**config.mk**
```make
export PLATFORM = sky130hd
export DESIGN_NAME = rgb_palette_fader_flat
export DESIGN_NICKNAME = d
export VERILOG_FILES = /design/src/sv/rpf_pkg.sv /design/src/sv/rpf_if.sv /design/src/sv/rpf_ctrl.sv /design/src/sv/rpf_dp.sv /design/src/sv/rgb_palette_fader.sv /design/src/flat_wrapper.sv
export VERILOG_INCLUDE_DIRS = /design/src /design/src/sv
export SDC_FILE = /design/constraint.sdc
export NUM_CORES = 1
export LEC_CHECK = 0
export BUFFER_PORTS_ARGS = -buffer_cell sky130_fd_sc_hd__buf_4
export CAP_MARGIN = 20
export CORE_MARGIN = 4
export CORE_UTILIZATION = 30
export CTS_BUF_LIST = sky130_fd_sc_hd__clkbuf_8
export DETAILED_ROUTE_END_ITERATION = 10
export GPL_TIMING_DRIVEN = 0
export HOLD_SLACK_MARGIN = 0.08
export PLACE_DENSITY_LB_ADDON = 0.05
export SLEW_MARGIN = 25
export SYNTH_ARGS = -nofsm -noshare
export SYNTH_HDL_FRONTEND = slang
export SYNTH_SLANG_ARGS = --single-unit
export TNS_END_PERCENT = 10
```
**constraint.sdc**
```tcl
create_clock -name clock -period 7.65 [get_ports clock]
set_input_delay 1.53 -clock clock [delete_from_list [all_inputs] [get_ports clock]]
set_output_delay 1.53 -clock clock [all_outputs]
set_load 0.05 [all_outputs]
```
**src/sv/rgb_palette_fader_defines.svh**
```systemverilog
// ----------------------------------------------------------------------------
// rgb_palette_fader_defines.svh
// Assertion macros shared by the fader modules.
// ----------------------------------------------------------------------------
`ifndef RGB_PALETTE_FADER_DEFINES_SVH
`define RGB_PALETTE_FADER_DEFINES_SVH

// same-cycle implication
`define RPF_ASSERT_SAME(lbl, ante, cons, msg) \
   lbl: assert property (@(posedge clock) disable iff (reset) (ante) |-> (cons)) \
      else $error(msg);

// next-cycle implication
`define RPF_ASSERT_NEXT(lbl, ante, cons, msg) \
   lbl: assert property (@(posedge clock) disable iff (reset) (ante) |=> (cons)) \
      else $error(msg);

`endif

```
**src/sv/rpf_pkg.sv**
```systemverilog
// ----------------------------------------------------------------------------
// rpf_pkg
// Types, constants and the color table of the palette fader.
// ----------------------------------------------------------------------------
`timescale 1ns / 1ps

package rpf_pkg;

   localparam int RGB_W        = 8;
   localparam int REQ_TYPE_W   = 2;
   localparam int RAND_PICK_W  = 16;
   localparam int RAND_DELAY_W = 5;
   localparam int DELAY_W      = 10;
   localparam int SPEED_W      = 8;
   localparam int DVS_W        = 9;
   localparam int PAL_IDX_W    = 4;
   localparam int DIV_STEPS    = RAND_PICK_W;
   localparam int DIV_CNT_W    = $clog2(DIV_STEPS);

   localparam logic [DIV_CNT_W-1:0]   DIV_LAST    = DIV_CNT_W'(DIV_STEPS - 1);
   localparam logic [RAND_PICK_W-1:0] DELAY_NUM   = RAND_PICK_W'(1000);
   localparam logic [DELAY_W-1:0]     DELAY_RESET = DELAY_W'(1000);

   localparam logic [REQ_TYPE_W-1:0] REQ_TICK  = 2'd0;
   localparam logic [REQ_TYPE_W-1:0] REQ_START = 2'd1;
   localparam logic [REQ_TYPE_W-1:0] REQ_STOP  = 2'd2;

   typedef struct packed {
      logic [RGB_W-1:0] red;
      logic [RGB_W-1:0] green;
      logic [RGB_W-1:0] blue;
   } rgb_type;

   typedef enum logic [6:0] {
      S_IDLE  = 7'b0000001,
      S_PREP  = 7'b0000010,
      S_CHECK = 7'b0000100,
      S_LOAD  = 7'b0001000,
      S_DIV   = 7'b0010000,
      S_SCAN  = 7'b0100000,
      S_DONE  = 7'b1000000
   } rpf_state_type;

   typedef struct packed {
      logic latch;
      logic prep;
      logic load;
      logic div_step;
      logic scan;
      logic step;
      logic out_load;
   } rpf_cmd_type;

   typedef struct packed {
      logic do_tick;
      logic at_target;
      logic div_last;
      logic scan_hit;
   } rpf_status_type;

   function automatic rgb_type pal_color(input logic [PAL_IDX_W-1:0] idx);
      rgb_type c;
      case (idx)
         4'd0:    c = '{8'd255, 8'd255, 8'd255};
         4'd1:    c = '{8'd255, 8'd0,   8'd0};
         4'd2:    c = '{8'd255, 8'd255, 8'd0};
         4'd3:    c = '{8'd0,   8'd255, 8'd0};
         4'd4:    c = '{8'd0,   8'd0,   8'd255};
         4'd5:    c = '{8'd255, 8'd0,   8'd255};
         4'd6:    c = '{8'd0,   8'd255, 8'd255};
         4'd7:    c = '{8'd128, 8'd0,   8'd0};
         4'd8:    c = '{8'd0,   8'd128, 8'd0};
         4'd9:    c = '{8'd0,   8'd0,   8'd128};
         4'd10:   c = '{8'd128, 8'd128, 8'd0};
         4'd11:   c = '{8'd255, 8'd128, 8'd0};
         4'd12:   c = '{8'd128, 8'd255, 8'd255};
         4'd13:   c = '{8'd128, 8'd0,   8'd255};
         default: c = '{8'd0,   8'd0,   8'd0};
      endcase
      return c;
   endfunction

endpackage

```
**src/sv/rpf_if.sv**
```systemverilog
// ----------------------------------------------------------------------------
// rpf_if
// Valid/ready channels of the palette fader: request and response.
// ----------------------------------------------------------------------------
`timescale 1ns / 1ps

interface rpf_req_if;
   import rpf_pkg::*;
   logic                    valid;
   logic                    ready;
   logic [REQ_TYPE_W-1:0]   req_type;
   logic [RAND_PICK_W-1:0]  rand_pick;
   logic [RAND_DELAY_W-1:0] rand_delay;

   modport source(output valid, req_type, rand_pick, rand_delay, input ready);
   modport sink(input valid, req_type, rand_pick, rand_delay, output ready);
endinterface

interface rpf_rsp_if;
   import rpf_pkg::*;
   logic               valid;
   logic               ready;
   logic [RGB_W-1:0]   red_out;
   logic [RGB_W-1:0]   green_out;
   logic [RGB_W-1:0]   blue_out;
   logic [DELAY_W-1:0] delay_ms;
   logic               running;

   modport source(output valid, red_out, green_out, blue_out, delay_ms, running,
                  input ready);
   modport sink(input valid, red_out, green_out, blue_out, delay_ms, running,
                output ready);
endinterface

```
**src/sv/rpf_ctrl.sv**
```systemverilog
// ----------------------------------------------------------------------------
// rpf_ctrl
// Sequencer of the palette fader: walks one transaction through prepare,
// target check, draw (divide and scan), step and response.
// ----------------------------------------------------------------------------
`timescale 1ns / 1ps
`include "rgb_palette_fader_defines.svh"

module rpf_ctrl (
   input  logic                   clock,
   input  logic                   reset,
   input  logic                   req_valid,
   output logic                   req_ready,
   output logic                   rsp_valid,
   input  logic                   rsp_ready,
   input  rpf_pkg::rpf_status_type status,
   output rpf_pkg::rpf_cmd_type   cmd
);
   import rpf_pkg::*;

   rpf_state_type state_ff, state_in;
   logic          rsp_valid_ff, rsp_valid_in;

   always_comb begin
      state_in  = state_ff;
      cmd       = '0;
      req_ready = 1'b0;
      unique case (state_ff)
         S_IDLE: begin
            req_ready = 1'b1;
            if (req_valid) begin
               cmd.latch = 1'b1;
               state_in  = S_PREP;
            end
         end
         S_PREP: begin
            cmd.prep = 1'b1;
            state_in = status.do_tick ? S_CHECK : S_DONE;
         end
         S_CHECK: begin
            if (status.at_target) begin
               state_in = S_LOAD;
            end else begin
               cmd.step = 1'b1;
               state_in = S_DONE;
            end
         end
         S_LOAD: begin
            cmd.load = 1'b1;
            state_in = S_DIV;
         end
         S_DIV: begin
            cmd.div_step = 1'b1;
            if (status.div_last) begin
               state_in = S_SCAN;
            end
         end
         S_SCAN: begin
            cmd.scan = 1'b1;
            if (status.scan_hit) begin
               state_in = S_DONE;
            end
         end
         S_DONE: begin
            if (!rsp_valid_ff || rsp_ready) begin
               cmd.out_load = 1'b1;
               state_in     = S_IDLE;
            end
         end
         default: state_in = S_IDLE;
      endcase
   end

   always_comb begin
      rsp_valid_in = rsp_valid_ff;
      if (cmd.out_load) begin
         rsp_valid_in = 1'b1;
      end else if (rsp_ready) begin
         rsp_valid_in = 1'b0;
      end
   end

   always_ff @(posedge clock) begin
      if (reset) begin
         state_ff     <= S_IDLE;
         rsp_valid_ff <= 1'b0;
      end else begin
         state_ff     <= state_in;
         rsp_valid_ff <= rsp_valid_in;
      end
   end

   assign rsp_valid = rsp_valid_ff;

   `RPF_ASSERT_NEXT(a_accept_to_prep, req_valid && req_ready, state_ff == S_PREP, "accept not followed by prepare")
   `RPF_ASSERT_SAME(a_scan_after_div, state_ff == S_SCAN, $past(state_ff) == S_DIV || $past(state_ff) == S_SCAN, "scan entered without divide")
   `RPF_ASSERT_NEXT(a_done_holds_rsp, state_ff == S_DONE && rsp_valid_ff && !rsp_ready, state_ff == S_DONE && rsp_valid_ff, "response overwritten while stalled")

endmodule

```
**src/sv/rpf_dp.sv**
```systemverilog
// ----------------------------------------------------------------------------
// rpf_dp
// Datapath of the palette fader: color and target registers, bag mask,
// bit-serial dividers for pick index and tick delay, palette scan.
// ----------------------------------------------------------------------------
`timescale 1ns / 1ps
`include "rgb_palette_fader_defines.svh"

module rpf_dp #(
   parameter int PALETTE_SIZE = 14
) (
   input  logic                                clock,
   input  logic                                reset,
   input  logic                                csr_we,
   input  logic [rpf_pkg::SPEED_W-1:0]         csr_wdata,
   input  logic [rpf_pkg::REQ_TYPE_W-1:0]      req_type,
   input  logic [rpf_pkg::RAND_PICK_W-1:0]     rand_pick,
   input  logic [rpf_pkg::RAND_DELAY_W-1:0]    rand_delay,
   input  rpf_pkg::rpf_cmd_type                cmd,
   output rpf_pkg::rpf_status_type             status,
   output logic [rpf_pkg::RGB_W-1:0]           red_out,
   output logic [rpf_pkg::RGB_W-1:0]           green_out,
   output logic [rpf_pkg::RGB_W-1:0]           blue_out,
   output logic [rpf_pkg::DELAY_W-1:0]         delay_ms,
   output logic                                running
);
   import rpf_pkg::*;

   localparam int MW = PALETTE_SIZE;
   localparam int CW = $clog2(PALETTE_SIZE + 1);
   localparam int IW = (PALETTE_SIZE > 1) ? $clog2(PALETTE_SIZE) : 1;
   localparam logic [MW-1:0] FULL_MASK = '1;

   // architectural state
   rgb_type             cur_ff, cur_in;
   rgb_type             tgt_ff, tgt_in;
   logic [MW-1:0]       mask_ff, mask_in;
   logic [DELAY_W-1:0]  delay_ff, delay_in;
   logic                enabled_ff, enabled_in;
   logic [SPEED_W-1:0]  speed_ff, speed_in;

   // transaction and working registers
   logic [REQ_TYPE_W-1:0]   req_type_ff, req_type_in;
   logic [RAND_PICK_W-1:0]  rand_pick_ff, rand_pick_in;
   logic [RAND_DELAY_W-1:0] rand_delay_ff, rand_delay_in;
   logic [CW-1:0]           count_ff, count_in;
   logic [CW-1:0]           pr_ff, pr_in;
   logic [RAND_PICK_W-1:0]  pq_ff, pq_in;
   logic [DVS_W-1:0]        dvs_ff, dvs_in;
   logic [DVS_W-1:0]        dr_ff, dr_in;
   logic [RAND_PICK_W-1:0]  dq_ff, dq_in;
   logic [DIV_CNT_W-1:0]    st_ff, st_in;
   logic [IW-1:0]           i_ff, i_in;
   logic [CW-1:0]           k_ff, k_in;

   // output register
   rgb_type             out_rgb_ff, out_rgb_in;
   logic [DELAY_W-1:0]  out_delay_ff, out_delay_in;
   logic                out_run_ff, out_run_in;

   logic [MW-1:0]  norm_mask;
   logic [CW-1:0]  norm_count;
   logic [CW:0]    p_trial;
   logic           p_ge;
   logic [DVS_W:0] d_trial;
   logic           d_ge;
   logic           scan_bit;
   logic           scan_hit;

   assign norm_mask = ((mask_ff & FULL_MASK) == '0) ? FULL_MASK : mask_ff;

   always_comb begin
      norm_count = '0;
      for (int j = 0; j < MW; j++) begin
         norm_count = norm_count + CW'(norm_mask[j]);
      end
   end

   assign p_trial  = {pr_ff, pq_ff[RAND_PICK_W-1]};
   assign p_ge     = p_trial >= {1'b0, count_ff};
   assign d_trial  = {dr_ff, dq_ff[RAND_PICK_W-1]};
   assign d_ge     = d_trial >= {1'b0, dvs_ff};
   assign scan_bit = mask_ff[i_ff];
   assign scan_hit = scan_bit && (k_ff == pr_ff);

   assign status.do_tick   = (req_type_ff == REQ_TICK) || (req_type_ff == REQ_START);
   assign status.at_target = (cur_ff == tgt_ff);
   assign status.div_last  = (st_ff == DIV_LAST);
   assign status.scan_hit  = scan_hit;

   function automatic logic [RGB_W-1:0] step_to(input logic [RGB_W-1:0] c,
                                                input logic [RGB_W-1:0] t);
      logic [RGB_W-1:0] r;
      if (c > t) begin
         r = c - RGB_W'(1);
      end else if (c < t) begin
         r = c + RGB_W'(1);
      end else begin
         r = c;
      end
      return r;
   endfunction

   always_comb begin
      cur_in        = cur_ff;
      tgt_in        = tgt_ff;
      mask_in       = mask_ff;
      delay_in      = delay_ff;
      enabled_in    = enabled_ff;
      speed_in      = csr_we ? csr_wdata : speed_ff;
      req_type_in   = req_type_ff;
      rand_pick_in  = rand_pick_ff;
      rand_delay_in = rand_delay_ff;
      count_in      = count_ff;
      pr_in         = pr_ff;
      pq_in         = pq_ff;
      dvs_in        = dvs_ff;
      dr_in         = dr_ff;
      dq_in         = dq_ff;
      st_in         = st_ff;
      i_in          = i_ff;
      k_in          = k_ff;
      out_rgb_in    = out_rgb_ff;
      out_delay_in  = out_delay_ff;
      out_run_in    = out_run_ff;

      if (cmd.latch) begin
         req_type_in   = req_type;
         rand_pick_in  = rand_pick;
         rand_delay_in = rand_delay;
      end

      if (cmd.prep) begin
         case (req_type_ff)
            REQ_START: begin
               enabled_in = 1'b1;
               cur_in     = '0;
               mask_in    = '0;
            end
            REQ_STOP: enabled_in = 1'b0;
            default:  ;
         endcase
      end

      if (cmd.load) begin
         mask_in  = norm_mask;
         count_in = norm_count;
         pr_in    = '0;
         pq_in    = rand_pick_ff;
         dvs_in   = DVS_W'(speed_ff) + DVS_W'(rand_delay_ff) + DVS_W'(1);
         dr_in    = '0;
         dq_in    = DELAY_NUM;
         st_in    = '0;
         i_in     = '0;
         k_in     = '0;
      end

      if (cmd.div_step) begin
         pr_in = p_ge ? CW'(p_trial - {1'b0, count_ff}) : CW'(p_trial);
         pq_in = {pq_ff[RAND_PICK_W-2:0], 1'b0};
         dr_in = d_ge ? DVS_W'(d_trial - {1'b0, dvs_ff}) : DVS_W'(d_trial);
         dq_in = {dq_ff[RAND_PICK_W-2:0], d_ge};
         st_in = st_ff + DIV_CNT_W'(1);
         if (status.div_last) begin
            delay_in = dq_in[DELAY_W-1:0];
         end
      end

      if (cmd.scan) begin
         if (scan_hit) begin
            mask_in = mask_ff & ~(MW'(1) << i_ff);
            tgt_in  = pal_color(PAL_IDX_W'(i_ff));
         end else begin
            i_in = i_ff + IW'(1);
            if (scan_bit) begin
               k_in = k_ff + CW'(1);
            end
         end
      end

      // a draw ends in the step as well
      if (cmd.step || (cmd.scan && scan_hit)) begin
         cur_in.red   = step_to(cur_ff.red,   tgt_in.red);
         cur_in.green = step_to(cur_ff.green, tgt_in.green);
         cur_in.blue  = step_to(cur_ff.blue,  tgt_in.blue);
      end

      if (cmd.out_load) begin
         out_rgb_in   = cur_ff;
         out_delay_in = delay_ff;
         out_run_in   = enabled_ff;
      end
   end

   always_ff @(posedge clock) begin
      if (reset) begin
         cur_ff     <= '0;
         tgt_ff     <= '0;
         mask_ff    <= '0;
         delay_ff   <= DELAY_RESET;
         enabled_ff <= 1'b0;
         speed_ff   <= '0;
      end else begin
         cur_ff     <= cur_in;
         tgt_ff     <= tgt_in;
         mask_ff    <= mask_in;
         delay_ff   <= delay_in;
         enabled_ff <= enabled_in;
         speed_ff   <= speed_in;
      end
   end

   always_ff @(posedge clock) begin
      req_type_ff   <= req_type_in;
      rand_pick_ff  <= rand_pick_in;
      rand_delay_ff <= rand_delay_in;
      count_ff      <= count_in;
      pr_ff         <= pr_in;
      pq_ff         <= pq_in;
      dvs_ff        <= dvs_in;
      dr_ff         <= dr_in;
      dq_ff         <= dq_in;
      st_ff         <= st_in;
      i_ff          <= i_in;
      k_ff          <= k_in;
      out_rgb_ff    <= out_rgb_in;
      out_delay_ff  <= out_delay_in;
      out_run_ff    <= out_run_in;
   end

   assign red_out   = out_rgb_ff.red;
   assign green_out = out_rgb_ff.green;
   assign blue_out  = out_rgb_ff.blue;
   assign delay_ms  = out_delay_ff;
   assign running   = out_run_ff;

   `RPF_ASSERT_SAME(a_scan_mask_nonempty, cmd.scan, mask_ff != '0, "scan over empty bag")
   `RPF_ASSERT_SAME(a_scan_index_in_range, cmd.scan, pr_ff < count_ff, "pick index not below count")
   `RPF_ASSERT_NEXT(a_hit_takes_one, cmd.scan && scan_hit, $countones(mask_ff) + 1 == $countones($past(mask_ff)), "draw did not remove exactly one entry")

endmodule

```
**src/sv/rgb_palette_fader.sv**
```systemverilog
// ----------------------------------------------------------------------------
// rgb_palette_fader
// From accept to response valid, stop or unused code goes from prepare
// straight to the response, a plain tick goes prepare, check, step, and a
// tick that draws a new target goes prepare, check, load, the 16-step serial
// divider and the one-entry-per-cycle scan. One transaction in flight; the
// next is taken the cycle after the result is registered; it may still wait.
// Synchronous reset: black color and target, empty bag, 1000 ms, stopped.
// ----------------------------------------------------------------------------
`timescale 1ns / 1ps

module rgb_palette_fader #(
   parameter int PALETTE_SIZE = 14
) (
   input  logic                          clock,
   input  logic                          reset,
   rpf_req_if.sink                       req_chan,
   rpf_rsp_if.source                     rsp_chan,
   input  logic                          csr_we,
   input  logic [rpf_pkg::SPEED_W-1:0]   csr_wdata
);
   import rpf_pkg::*;

   rpf_cmd_type    cmd;
   rpf_status_type status;

   rpf_ctrl u_ctrl (
      .clock     (clock),
      .reset     (reset),
      .req_valid (req_chan.valid),
      .req_ready (req_chan.ready),
      .rsp_valid (rsp_chan.valid),
      .rsp_ready (rsp_chan.ready),
      .status    (status),
      .cmd       (cmd)
   );

   rpf_dp #(
      .PALETTE_SIZE (PALETTE_SIZE)
   ) u_dp (
      .clock      (clock),
      .reset      (reset),
      .csr_we     (csr_we),
      .csr_wdata  (csr_wdata),
      .req_type   (req_chan.req_type),
      .rand_pick  (req_chan.rand_pick),
      .rand_delay (req_chan.rand_delay),
      .cmd        (cmd),
      .status     (status),
      .red_out    (rsp_chan.red_out),
      .green_out  (rsp_chan.green_out),
      .blue_out   (rsp_chan.blue_out),
      .delay_ms   (rsp_chan.delay_ms),
      .running    (rsp_chan.running)
   );

endmodule
```
**src/flat_wrapper.sv**
```systemverilog
// flat-port wrapper written by rule: the top's interface ports become plain ports
module rgb_palette_fader_flat import rpf_pkg::*;
#(
   parameter int PALETTE_SIZE = 14
)
  (clock, reset, csr_we, csr_wdata, req_chan_valid, req_chan_req_type, req_chan_rand_pick, req_chan_rand_delay, req_chan_ready, rsp_chan_valid, rsp_chan_red_out, rsp_chan_green_out, rsp_chan_blue_out, rsp_chan_delay_ms, rsp_chan_running, rsp_chan_ready);
  rpf_req_if req_chan_i ();
  rpf_rsp_if rsp_chan_i ();
  input  logic clock;
  input  logic reset;
  input  logic csr_we;
  input  logic [rpf_pkg::SPEED_W-1:0] csr_wdata;
  input wire logic [$bits(req_chan_i.valid)-1:0] req_chan_valid;
  input wire logic [$bits(req_chan_i.req_type)-1:0] req_chan_req_type;
  input wire logic [$bits(req_chan_i.rand_pick)-1:0] req_chan_rand_pick;
  input wire logic [$bits(req_chan_i.rand_delay)-1:0] req_chan_rand_delay;
  output wire logic [$bits(req_chan_i.ready)-1:0] req_chan_ready;
  output wire logic [$bits(rsp_chan_i.valid)-1:0] rsp_chan_valid;
  output wire logic [$bits(rsp_chan_i.red_out)-1:0] rsp_chan_red_out;
  output wire logic [$bits(rsp_chan_i.green_out)-1:0] rsp_chan_green_out;
  output wire logic [$bits(rsp_chan_i.blue_out)-1:0] rsp_chan_blue_out;
  output wire logic [$bits(rsp_chan_i.delay_ms)-1:0] rsp_chan_delay_ms;
  output wire logic [$bits(rsp_chan_i.running)-1:0] rsp_chan_running;
  input wire logic [$bits(rsp_chan_i.ready)-1:0] rsp_chan_ready;
  assign req_chan_i.valid = req_chan_valid;
  assign req_chan_i.req_type = req_chan_req_type;
  assign req_chan_i.rand_pick = req_chan_rand_pick;
  assign req_chan_i.rand_delay = req_chan_rand_delay;
  assign req_chan_ready = req_chan_i.ready;
  assign rsp_chan_valid = rsp_chan_i.valid;
  assign rsp_chan_red_out = rsp_chan_i.red_out;
  assign rsp_chan_green_out = rsp_chan_i.green_out;
  assign rsp_chan_blue_out = rsp_chan_i.blue_out;
  assign rsp_chan_delay_ms = rsp_chan_i.delay_ms;
  assign rsp_chan_running = rsp_chan_i.running;
  assign rsp_chan_i.ready = rsp_chan_ready;
  rgb_palette_fader #(.PALETTE_SIZE(PALETTE_SIZE)) u_core (.clock(clock), .reset(reset), .req_chan(req_chan_i), .rsp_chan(rsp_chan_i), .csr_we(csr_we), .csr_wdata(csr_wdata));
endmodule
```
Word level (Yosys, flattened, before mapping) --
Memory sizes are Yosys's and may differ from the RTL's. A register that Yosys moved wholly into a read port is not among the register bits. Cells that the tools add are included.
Storage, ports and cells: register bits after elaboration 217, ROM bits 384, memories kept 1, logic and storage cells 165
Cells by class: magnitude comparators 9, add/subtract/negate cells 26, muxes and demuxes 58, shift-type cells 1, equality and inequality tests 19, bitwise operators 2, reductions and logical operators 19
Memory list:
- (no name shown) | depth 16, width 24, read ports 1, clocked after memory_dff 1, wr ports 0, line rpf_pkg.sv:63 | case (idx)
Operators by type and width (number):
- 24-bit 2-to-1 mux | 5
- 14-bit 2-to-1 mux | 6
- 16-bit 2-to-1 mux | 4
- 7-bit case mux with 7 select lines | 1
- 8-bit 2-to-1 mux | 6
- 4-bit 2-to-1 mux | 11
- 7-bit 2-to-1 mux | 6
- 4-bit by 1-bit adder with 4-bit output | 10
- 9-bit 2-to-1 mux | 3
- 8-bit by 1-bit adder with 8-bit output (second input constant) | 3
- 24-bit equality test | 1
- 8-bit greater-than comparator | 3
- 8-bit < comparator | 3
- 8-bit by 1-bit subtractor with 8-bit output (second input constant) | 3
- 14-bit bitwise AND | 1
- 14-bit zero test | 1
- 1-bit 2-to-1 mux | 14
- 14-bit inverter | 1
- 1-bit by 4-bit << shifter with 14-bit output (first input constant) | 1
- 4-bit by 1-bit adder with 4-bit output (second input constant) | 3
- 10-bit by 9-bit greater-or-equal comparator with 1-bit output | 1
- 2-bit nonzero test | 5
- 8-bit by 5-bit adder with 9-bit output | 1
- 9-bit by 1-bit adder with 9-bit output (second input constant) | 1
- other kinds (30) | 40

Depth between registers and ports, before layout --
Gate-level depths: netlist of run 1.
depth in word-level cells 15, gate-level depth with buffers 23, gate-level depth less buffers 21

Cells and area by module --
From an unflattened synthesis of run 1, not the netlist that was laid out.
Second synthesis, totals: cell total of the unflattened synthesis 1096, area total of the unflattened synthesis 11705.0 sq um
By module, submodules not included:
- rpf_dp | area each 11115.7 sq um, cells each 1035, times used 1, sequential area each 5495.3 sq um
- rpf_ctrl | area each 589.3 sq um, cells each 61, times used 1, sequential area each 160.2 sq um

Least setup slack after synthesis of run 1 --
OpenSTA, ideal clock, no wires.
path kind reg2reg, from reg u_core.u_dp.i_ff[0], to reg u_core.u_dp.cur_ff[7] (netlist bit), library setup time 74 ps, stages on the path, launching flop included 23, arrival 4718 ps, setup slack 2858 ps, data required time 7576 ps, path through dfxtp_1 -> buf_6 -> mux4_2 -> mux2i_1 -> nand2_1 -> nand3_1 -> buf_2 -> buf_2 -> a21oi_1 -> ha_1 -> a21oi_1 -> o21ai_0 -> nor2b_1 -> o21ba_2 -> ha_1 -> a21o_1 -> a21oi_1 -> nor2b_1 -> o21a_1 -> o41a_1 -> xnor2_1 -> or3b_2 -> a31oi_1
Between the ends: longest elaborated chain between the ends 8, elaborated cells on any way between the ends 15, those cells by class order compare: 2; eq/ne: 1; mux: 6; reduce/logical: 6
Ends and longest elaborated chain:
- from (decl) | line rpf_dp.sv:53 | logic [IW-1:0] i_ff, i_in;
- from (signal assigned) | line rpf_dp.sv:224 | i_ff <= i_in;
- 1-bit binary-select mux with 4-bit select * | line rpf_dp.sv:83 | assign scan_bit = mask_ff[i_ff];
- 1-bit 2-to-1 mux (implied by the code) * | line rpf_dp.sv:83
- 1-bit logical AND * | line rpf_dp.sv:84 | assign scan_hit = scan_bit && (k_ff == pr_ff);
- 24-bit 2-to-1 mux | line rpf_dp.sv:170 | if (scan_hit) begin
- 24-bit 2-to-1 mux | line rpf_dp.sv:169 | if (cmd.scan) begin
- 8-bit greater-than comparator or 8-bit < comparator (tied branches) | line rpf_dp.sv:94, rpf_dp.sv:96
- 3-bit by 1-bit inequality test with 1-bit output (no source line) or 8-bit 2-to-1 mux (tied branches)
- 3-bit AND reduction (no source line) or 24-bit 2-to-1 mux (tied branches)
- to (signal assigned) | line rpf_dp.sv:204 | cur_ff <= cur_in;
- to (decl) | line rpf_dp.sv:35 | rgb_type cur_ff, cur_in;
Every way passes the cells marked *; elsewhere a longest branch is shown, timed or not. The select of a mux whose other input is x is not followed. A chain may end at the register's enable or synchronous reset.

Worst setup path after layout of run 1 --
from reg u_core.u_dp.pr_ff[2], to reg u_core.u_dp.cur_ff[7] (netlist bit)
Between the ends: longest elaborated chain between the ends 7, elaborated cells on any way between the ends 14, those cells by class order compare: 2; eq/ne: 2; mux: 4; reduce/logical: 6
Ends and longest elaborated chain:
- from (decl) | line rpf_dp.sv:47 | logic [CW-1:0] pr_ff, pr_in;
- from (signal assigned) | line rpf_dp.sv:218 | pr_ff <= pr_in;
- 4-bit equality test * | line rpf_dp.sv:84
- 1-bit logical AND * | line rpf_dp.sv:84
- 24-bit 2-to-1 mux | line rpf_dp.sv:170
- 24-bit 2-to-1 mux | line rpf_dp.sv:169
- 8-bit greater-than comparator or 8-bit < comparator (tied branches) | line rpf_dp.sv:94, rpf_dp.sv:96
- 3-bit by 1-bit inequality test with 1-bit output (no source line) or 8-bit 2-to-1 mux (tied branches)
- 3-bit AND reduction (no source line) or 24-bit 2-to-1 mux (tied branches)
Every way passes the cells marked *; elsewhere a longest branch is shown, timed or not.

==> flow_summary.ini, run 1 <==
[sta]
hold_viol_final = 0
fin_crit_ps = 5920
tightest_slew_ps = 808
setup_viol = 0
finalMaxSlewViolations = 0
fin_crit_sh_pct = 77.4
clock.fmax_mhz = 169
rsz0062_at_grt = false
setup-tns-final_ps = 0
slew_headroom_pct = 46.1
clock_skew_ps = 33.0

[setup_path]
required_ps = 8160
crit_cells = 21
max_stage_delay_ps = 490
startpoint_type = register
critPathTopFamily = simple AND/OR/NAND/NOR gates
worstRegToRegCells = 21
cp-end-kind = register
cpMostUsedCell = a21oi_1
critical_path_arrival_ps = 6430
crit_path_top_delay_cell = nor2_1
path_buf_inv = 1
critical_path_class = register to register
path_cells = xor2_1, nor4_2, and3_1, nand3_1, buf_2, nor2_1, a21oi_1, ha_1, a21oi_1, o21ai_0, nor2b_1, o21ba_2, ha_1, a21o_1, a21oi_1, nor2b_1, o21a_1, o41a_1, xnor2_1, or3b_2, a31oi_1
cp_max_fo = 10

[global_route]
grt_pass1_vias = 7966
grt_pass1_wl_um = 45300
overflow = 0
antenna_found_initial = 0
gr-usage-all-layers_pct = 14.5
grt_max_degree = 49

[place]
placedCellCount = 1552
portBuffers = 71
place_congestion = 0.777
dp_hpwl_um = 19900

[power_and_ir_drop]
p_sw_w = 0.000629
finalPower_w = 0.00256
power_density_nw_per_um2 = 195
leakagePower_nw = 5.32
swShare_pct = 24.6
clockPowerShare_pct = 44.5
p_comb_share_pct = 4.9
seqPwrFrac_pct = 50.6
peakVddDrop_mv = 0.123
p_int_w = 0.00193

[logic_synthesis]
synth_flop_cell = edfxtp_1
netlist_area_um2 = 11100
async_flop_share_pct = 0
syn_inst = 1010
synth_top_area_cell = edfxtp_1
avgSynthCellArea_um2 = 11.0
synth_area_leaders = edfxtp_1 32%, dfxtp_1 19%, ha_1 8.5%, a21oi_1 4.2%, nor2_1 3.7%
yosysMostFrequentCell = edfxtp_1
yosys-top-cells-count = 119 x edfxtp_1, 110 x nor2_1, 104 x dfxtp_1
yosys.area.top_type_share_pct = 32.3
ys_warn_count = 0
synth.distinct_cells = 71
ys_ff_latch = 223
synth_nets = 1136
synth_seq_area_share_pct = 51.1
synth-edff-count = 119

[clocking]
cts_made_buffers = 44
clock-sinks = 223
path_clk_slew_ps = 60
clk_latency_ps = 610
ctsHtreeMaxLevel = 2
cts_buffer_depth = 3
root_buffer = clkbuf_8
postCtsResizedCells = 0
ctsHoldBuffers = 0
post_cts_buffers = 0
cts_tree = built

[hold_path]
hp-class = register to register
whs_path_depth = 0

[floorplanning]
core_um2 = 36500
num_rows = 70
die_w_um = 200
die_y_um = 200
dieArea_um2 = 40000
io_pins = 73
initial_utilization_pct = 30.3

[route]
drt_iter0_drc = 265
num_vias = 7754
wl_per_cell_um = 17.4
vias_per_cell = 4.75
dr.pass1.iters = 5
ant_nets = 0
wl_um = 28500
route.detailed.drc = 0

[finish]
fin_nets = 1256
fillers = 3708
diodes = 0
syn2layout_area_growth_pct = 18.5
drive_gt1_share_pct = 14.1
fin_util_pct = 35.9
post_layout_nonfiller_instances = 1633

[flow_run]
maxCapViolCount = 0

[run_status]
status = finished clean
[logic make-up (layout without fill, tap and decap cells)]
family,count (synthesis),in the layout,share of synthesized area [%]
adders and majority gates,91,91,11.3
muxes,39,39,3.76
AOI/OAI and AO/OA,203,203,12.1
and+or+nand+nor,300,300,13.5
DFF,223,223,51.1
buffers and inverters,91,246,3.28
xor gates and xnor gates,63,63,4.99
[routing by layer]
metal,part of all wire (%),track usage [%]
met5,0,0
met4,2.6,5.33
met3,4.2,3.14
met2,43,21.4
met1,50,21.0
[sequential cells by signal (all words and copies together), names as in the netlist, 5 cells and up, named ones only]
| name | flops |
|---|---|
| u_core.u_dp.mask_ff | 14 |
| u_core.u_dp.tgt_ff | 24 |
| u_core.u_dp.green_out | 8 |
| u_core.u_dp.dq_ff | 16 |
| u_core.u_dp.rand_pick_ff | 16 |
| u_core.u_dp.delay_ff | 10 |
| u_core.u_dp.dr_ff | 9 |
| u_core.u_dp.red_out | 8 |
| u_core.u_dp.pq_ff | 16 |
| u_core.u_dp.blue_out | 8 |
| u_core.u_ctrl.state_ff | 7 |
| u_core.u_dp.speed_ff | 8 |
| u_core.u_dp.dvs_ff | 9 |
| u_core.u_dp.cur_ff | 24 |
| u_core.u_dp.rand_delay_ff | 5 |
| u_core.u_dp.delay_ms | 10 |
[final timing paths]
check	slack, ps	startpoint	endpoint
setup reg to reg	1730	u_core.u_dp.pr_ff[2]	u_core.u_dp.cur_ff[7]
setup / recovery	1730	u_core.u_dp.pr_ff[2]	u_core.u_dp.cur_ff[7]
hold / removal	430	u_core.u_dp.delay_ff[1]	u_core.u_dp.delay_ms[1]
hold reg to reg	430	u_core.u_dp.delay_ff[1]	u_core.u_dp.delay_ms[1]
[final cells by class]
cell class                      instances  area [µm²]  share of cell area, %
Clock buffer                           50         688                   5.25
Inverter                               58         220                   1.68
Tap cell                              468         586                   4.46
Sequential cell                       223        5660                   43.1
Timing Repair Buffer                   74         616                   4.69
Buffer                                 33         144                   1.10
Multi-Input combinational cell        696        5070                   38.7
Clock inverter                         31         136                   1.04
[power groups by stage]
stage / clock network, W / registers [W] / logic (W)
3_5_place_dp: 0 / 0.00132 / 0.000128
3_3_place_gp: 0 / 0.00132 / 0.000118
4_1_cts: 0.00119 / 0.00130 / 0.000128
5_1_grt: 0.00125 / 0.00130 / 0.000138
6_report: 0.00114 / 0.00130 / 0.000125
2_1_floorplan: 0 / 0.00132 / 0.0000677
[worst register-to-register path: cells and delay by family, from the launching register on]
| family | cells | cell delay [ps] |
|---|---|---|
| XOR/XNOR | 2 | 350 |
| flip-flops | 1 | 430 |
| AND/OR/NAND/NOR | 7 | 2290 |
| buffers and inverters | 1 | 350 |
| adder cells (fa/ha/maj) | 2 | 620 |
| AO/OA/AOI/OAI | 9 | 1770 |
[per-stage QoR]
stage          hold slack [ps]  worst slack, ps  cell area, µm²
2_1_floorplan              401             2860           11100
3_3_place_gp               416             1660           12200
3_5_place_dp               416             1730           12300
4_1_cts                    430             1640           13100
5_1_grt                    454             1280           13100
6_report                   426             1730           13100
[layout by cell type (no fill, tap or decap), types with 8 or more instances in the layout]
cell type / count
nand3_1: 17
nor3_1: 16
xor2_1: 20
and2_1: 12
clkbuf_1: 18
nand3b_1: 9
nor4_1: 9
ha_1: 75
edfxtp_1: 119
mux2i_1: 36
fa_1: 15
inv_1: 74
a211o_1: 8
xnor2_1: 43
nor2_1: 109
nand2_1: 44
buf_4: 71
nand4_1: 16
dfxtp_1: 104
clkbuf_8: 50
nor2b_1: 21
clkinv_1: 9
o21ai_0: 17
o211ai_1: 13
nand2b_1: 25
buf_2: 9
a21oi_1: 92
a21o_1: 17
a22o_1: 15
Power figures use the tool's default switching activity.
==> run 2: changes to the inputs <==
==> constraint.sdc (replaced) <==
create_clock -name clock -period 5.3 [get_ports clock]
set_input_delay 1.06 -clock clock [delete_from_list [all_inputs] [get_ports clock]]
set_output_delay 1.06 -clock clock [all_outputs]
set_load 0.05 [all_outputs]
==> flow_summary.ini, run 2 (same netlist as run 1, synthesis figures left out) <==
[finish]
top_regs = u_core.u_dp.cur_ff: 24 flops, u_core.u_dp.tgt_ff: 24 flops
final_common_cell = edfxtp_1
fin_nets = 1262
regArea_um2 = 5660
final_cell_mix = 119 x edfxtp_1, 106 x nor2_1, 104 x dfxtp_1, 92 x a21oi_1, 77 x buf_4
fillers = 3701
multiInputGateArea_um2 = 5120
diodes = 0
drive_gt1_share_pct = 15.3
syn2layout_area_growth_pct = 19.6

[floorplanning]
dieArea_um2 = 40000
num_rows = 70
core_um2 = 36500
die_y_um = 200
die_w_um = 200
io_pins = 73
initial_utilization_pct = 30.3

[power_and_ir_drop]
power_density_nw_per_um2 = 279
leakagePower_nw = 5.36
peakVddDrop_mv = 0.177

[global_route]
overflow = 0
grt_pass1_vias = 7988
gr-usage-all-layers_pct = 14.5
antenna_found_initial = 0
grt_max_degree = 49
grt_pass1_wl_um = 45300

[setup_path]
path_buf_inv = 3
crit_path_top_delay_cell = mux4_2
critical_path_class = register to register
rr_startpoint = u_core.u_dp.i_ff[0]
path_cells = buf_6, mux4_2, mux2i_1, nand2_2, nand3_4, buf_6, buf_6, a21oi_1, ha_1, a21oi_1, o21ai_1, nor2b_1, o21ba_4, ha_1, a21o_1, a21oi_1, nor2b_1, o21a_1, o41a_1, xnor2_1, or3b_2, a31oi_1
required_ps = 5810
crit_cells = 22
critical_path_arrival_ps = 5510
startpoint = u_core.u_dp.i_ff[0]
cp_max_fo = 10
startpoint_type = register
cp-end-kind = register
max_stage_delay_ps = 520
critPathTopFamily = compound AO/OA/AOI/OAI gates
worstRegToRegCells = 22

[sta]
timing.final.ws_setup_ps = 303
rsz0062_at_grt = false
fin_crit_sh_pct = 94.3
fin_crit_ps = 5000
clock.fmax_mhz = 200
tightest_slew_ps = 793
slew_headroom_pct = 47.1
hold_slack_ps = 429
setup-tns-final_ps = 0
clock_skew_ps = 32.4
finalMaxSlewViolations = 0
setup_viol = 0
hold_viol_final = 0

[hold_path]
whs_path_depth = 0
hp-class = register to register
hold_start = u_core.u_dp.delay_ff[1]

[clocking]
cts_buffer_depth = 3
ctsHtreeMaxLevel = 2
clk_latency_ps = 610
ctsHoldBuffers = 0
clock-sinks = 223
root_buffer = clkbuf_8
cts_tree = built
path_clk_slew_ps = 60
cts_made_buffers = 44

[route]
drt_iter0_drc = 310
ant_nets = 0
vias_per_cell = 4.73
route.detailed.drc = 0
num_vias = 7745
dr.pass1.iters = 4
wl_um = 28500
wl_per_cell_um = 17.4

[place]
dp_hpwl_um = 19900
place_ws_ps = -622
portBuffers = 71
place_congestion = 0.777

[flow_run]
maxCapViolCount = 0

[run_status]
status = finished clean
[run 2: changes by cell type in the layout (fill, tap and decap cells not counted), moves of 2 or more]
cell	change
buf_2	-4
buf_4	+6
buf_6	+3
nor2_1	-3
nor2_4	+2
o21ai_0	-2
o21ai_1	+2
[run 2: metal layers]
layer,share of wire (%),vias to the layer above,global-route usage (%)
met4,2.7,0,5.56
li1,-,3880,-
met3,4.6,50,3.16
met1,50,3687,20.9
met2,43,128,21.3
met5,0,-,0
[run 2: through the flow]
stage          utilization, %  area [µm²]  instances  power, W
6_report                 36.2       13200       1639   0.00369
5_1_grt                  36.2       13200       1639   0.00387
4_1_cts                  36.1       13200       1635   0.00378
3_5_place_dp             33.7       12300       1552   0.00209
3_3_place_gp             33.4       12200       1549   0.00208
2_1_floorplan               -       11100       1010   0.00200
[run 2: cell type report]
type,instances,area share (%)
clock buffer,50,5.20
clock inverter,31,1.03
tap,468,4.42
inverter,58,1.66
sequential,223,42.7
timing repair buffer,80,4.99
buffer,33,1.25
multi-input combinational,696,38.7
[run 2: report_power, final]
group / switching, W / internal, W / leakage [nW]
Clock: 0.000780 / 0.000863 / 0.492
Combinational: 0.000111 / 0.0000696 / 2.88
Sequential: 0.0000165 / 0.00185 / 1.99
Total: 0.000907 / 0.00279 / 5.36
[run 2: final timing paths]
| kind | end | slack, ps |
|---|---|---|
| min | u_core.u_dp.delay_ms[1] | 430 |
| min reg2reg | u_core.u_dp.delay_ms[1] | 430 |
| max reg2reg | u_core.u_dp.cur_ff[7] | 300 |
| max | u_core.u_dp.cur_ff[7] | 300 |
[run 2: timing repair]
action                                  CTS  global route
pin swaps                                 2             0
endpoints found under the setup margin    9             5
gates resized for setup                  11            11
hold endpoints to repair                  0             0
buffers inserted                          2             4
==> run 3: changes to the inputs <==
--- a/config.mk
+++ b/config.mk
@@ -14,7 +14,7 @@
 export DETAILED_ROUTE_END_ITERATION = 10
 export GPL_TIMING_DRIVEN = 0
 export HOLD_SLACK_MARGIN = 0.08
-export PLACE_DENSITY_LB_ADDON = 0.05
+export PLACE_DENSITY_LB_ADDON = 0.1
 export SLEW_MARGIN = 25
 export SYNTH_ARGS = -nofsm -noshare
 export SYNTH_HDL_FRONTEND = slang
==> constraint.sdc (replaced) <==
create_clock -name clock -period 5.3 [get_ports clock]
set_input_delay 0.265 -clock clock [delete_from_list [all_inputs] [get_ports clock]]
set_output_delay 0.265 -clock clock [all_outputs]
set_load 0.05 [all_outputs]
==> flow_summary.ini, run 3 (same netlist as run 1, synthesis figures left out) <==
[floorplanning]
initial_utilization_pct = 30.3
core_um2 = 36500
die_y_um = 200
io_pins = 73
die_w_um = 200
num_rows = 70
dieArea_um2 = 40000

[clocking]
root_buffer = clkbuf_8
cts_made_buffers = 41
clk_latency_ps = 540
cts_buffer_depth = 3
ctsHtreeMaxLevel = 2
cts_tree = built
clock-sinks = 223
path_clk_slew_ps = 60

[global_route]
antenna_found_initial = 0
overflow = 0
grt_max_degree = 49
grt_pass1_wl_um = 44700
gr-usage-all-layers_pct = 14.1
grt_pass1_vias = 7949

[route]
dr.pass1.iters = 4
wl_per_cell_um = 16.9
wl_um = 28000
vias_per_cell = 4.74
route.detailed.drc = 0
num_vias = 7886
ant_nets = 0
drt_iter0_drc = 332

[setup_path]
critical_path_arrival_ps = 5440
required_ps = 5760
rr_endpoint = u_core.u_dp.cur_ff[7]
critical_path_class = register to register
startpoint_type = register
cp_max_fo = 10
cp-end-kind = register
r2r_setup_slack_ps = 320
rr_startpoint = u_core.u_dp.i_ff[0]
worstRegToRegCells = 22

[power_and_ir_drop]
clockPowerShare_pct = 42.7
p_int_w = 0.00275
p_comb_share_pct = 5.5
swShare_pct = 23.9
seqPwrFrac_pct = 51.8
power_density_nw_per_um2 = 268
p_sw_w = 0.000863
leakagePower_nw = 5.45
peakVddDrop_mv = 0.152

[finish]
final_common_cell = edfxtp_1
diodes = 0
syn2layout_area_growth_pct = 21.9
final_cell_mix = 119 x edfxtp_1, 106 x nor2_1, 104 x dfxtp_1, 90 x a21oi_1, 76 x buf_4
fin_nets = 1290
drive_gt1_share_pct = 14.9
top_regs = u_core.u_dp.cur_ff: 24 flops, u_core.u_dp.tgt_ff: 24 flops
design_area_um2 = 13500

[sta]
clock.fmax_mhz = 201
fin_crit_ps = 4980
setup_viol = 0
clock_skew_ps = 23.9
hold_slack_ps = 206
rsz0062_at_grt = false
hold_viol_final = 0
fin_crit_sh_pct = 94.0
slew_headroom_pct = 45.5
tightest_slew_ps = 818
finalMaxSlewViolations = 0

[flow_run]
maxCapViolCount = 0

[hold_path]
min_to = u_core.u_ctrl.rsp_valid
hp-class = input port to register
whs_path_depth = 3
hold_start = rsp_chan_ready

[place]
dp_hpwl_um = 19400
place_congestion = 0.795
portBuffers = 71
placed_area_um2 = 12300

[run_status]
status = finished clean
==> run 3: changes by cell type in the layout (fill, tap and decap cells not counted), sizes merged <==
| cell | change |
|---|---|
| clkinv | -1 |
| inv | -3 |
| buf | -1 |
| clkbuf | -3 |
| dlygate4sd3 | +32 |
==> run 3: final cells by class <==
class,instances,area [µm²]
clock inverter,27,116
multi-input combinational,696,5140
inverter,58,220
sequential,223,5660
clock buffer,47,647
fill,3618,23000
tap,468,586
buffer,33,165
timing repair buffer,111,966
==> run 3: stage by stage <==
stage | total power, W | setup slack (ps) | utilization, % | cells | setup TNS, ps
floorplan | 0.00200 | 508 | - | 1010 | 0
global placement | 0.00208 | -579 | 33.4 | 1549 | -1360
detailed placement | 0.00209 | -665 | 33.6 | 1552 | -1770
CTS | 0.00369 | 111 | 36.8 | 1660 | 0
global route | 0.00378 | 22.2 | 36.9 | 1663 | 0
finish | 0.00361 | 316 | 36.9 | 1663 | 0
==> run 3: what timing repair did <==
action | in CTS | in global routing
endpoints found under the hold margin | 33 | 0
setup endpoints to repair | 9 | 5
hold buffers | 32 | 0
gates cloned | 0 | 0
buffers inserted | 2 | 3
resized for setup | 11 | 15
pin swaps | 2 | 1
==> run 3: critical path: stages (launching register included) <==
cell,delay [ps]
dfxtp_1,390
buf_6,180
mux4_2,520
mux2i_1,200
nand2_2,130
nand3_4,110
buf_6,180
buf_6,180
a21oi_1,110
ha_1,300
a21oi_1,160
o21ai_1,100
nor2b_2,160
o21ba_4,220
ha_1,260
a21o_1,180
a21oi_2,170
nor2b_1,60
o21a_1,180
o41a_1,360
xnor2_1,160
or3b_2,440
a31oi_1,150
==> run 3: worst max path at each step <==
stage | from | end | slack [ps] | cells after the start
floorplan | u_core.u_dp.i_ff[0] | u_core.u_dp.cur_ff[7] | 510 | 22
global placement | u_core.u_dp.pr_ff[2] | u_core.u_dp.cur_ff[7] | -580 | 21
detailed placement | u_core.u_dp.pr_ff[2] | u_core.u_dp.cur_ff[7] | -670 | 21
CTS | u_core.u_dp.i_ff[0] | u_core.u_dp.cur_ff[7] | 110 | 22
global route | u_core.u_dp.i_ff[0] | u_core.u_dp.cur_ff[7] | 20 | 22
finish | u_core.u_dp.i_ff[0] | u_core.u_dp.cur_ff[7] | 320 | 22
==> run 3: layer usage <==
layer / vias up / wire length [µm] / part of all wire, % / global-route usage [%]
met2: 117 / 12500 / 44 / 21.8
li1: 3944 / - / - / -
met5: - / 0 / 0 / 0
met1: 3786 / 14100 / 50 / 20.6
met4: 0 / 539 / 1.9 / 3.67
met3: 39 / 970 / 3.5 / 2.33
==> run 3: power by group through the flow <==
stage               Clock (W)  Combinational, W  Sequential, W
floorplan                   0         0.0000977        0.00190
global placement            0          0.000168        0.00191
detailed placement          0          0.000183        0.00191
CTS                   0.00162          0.000202        0.00187
global route          0.00169          0.000220        0.00187
finish                0.00154          0.000199        0.00187
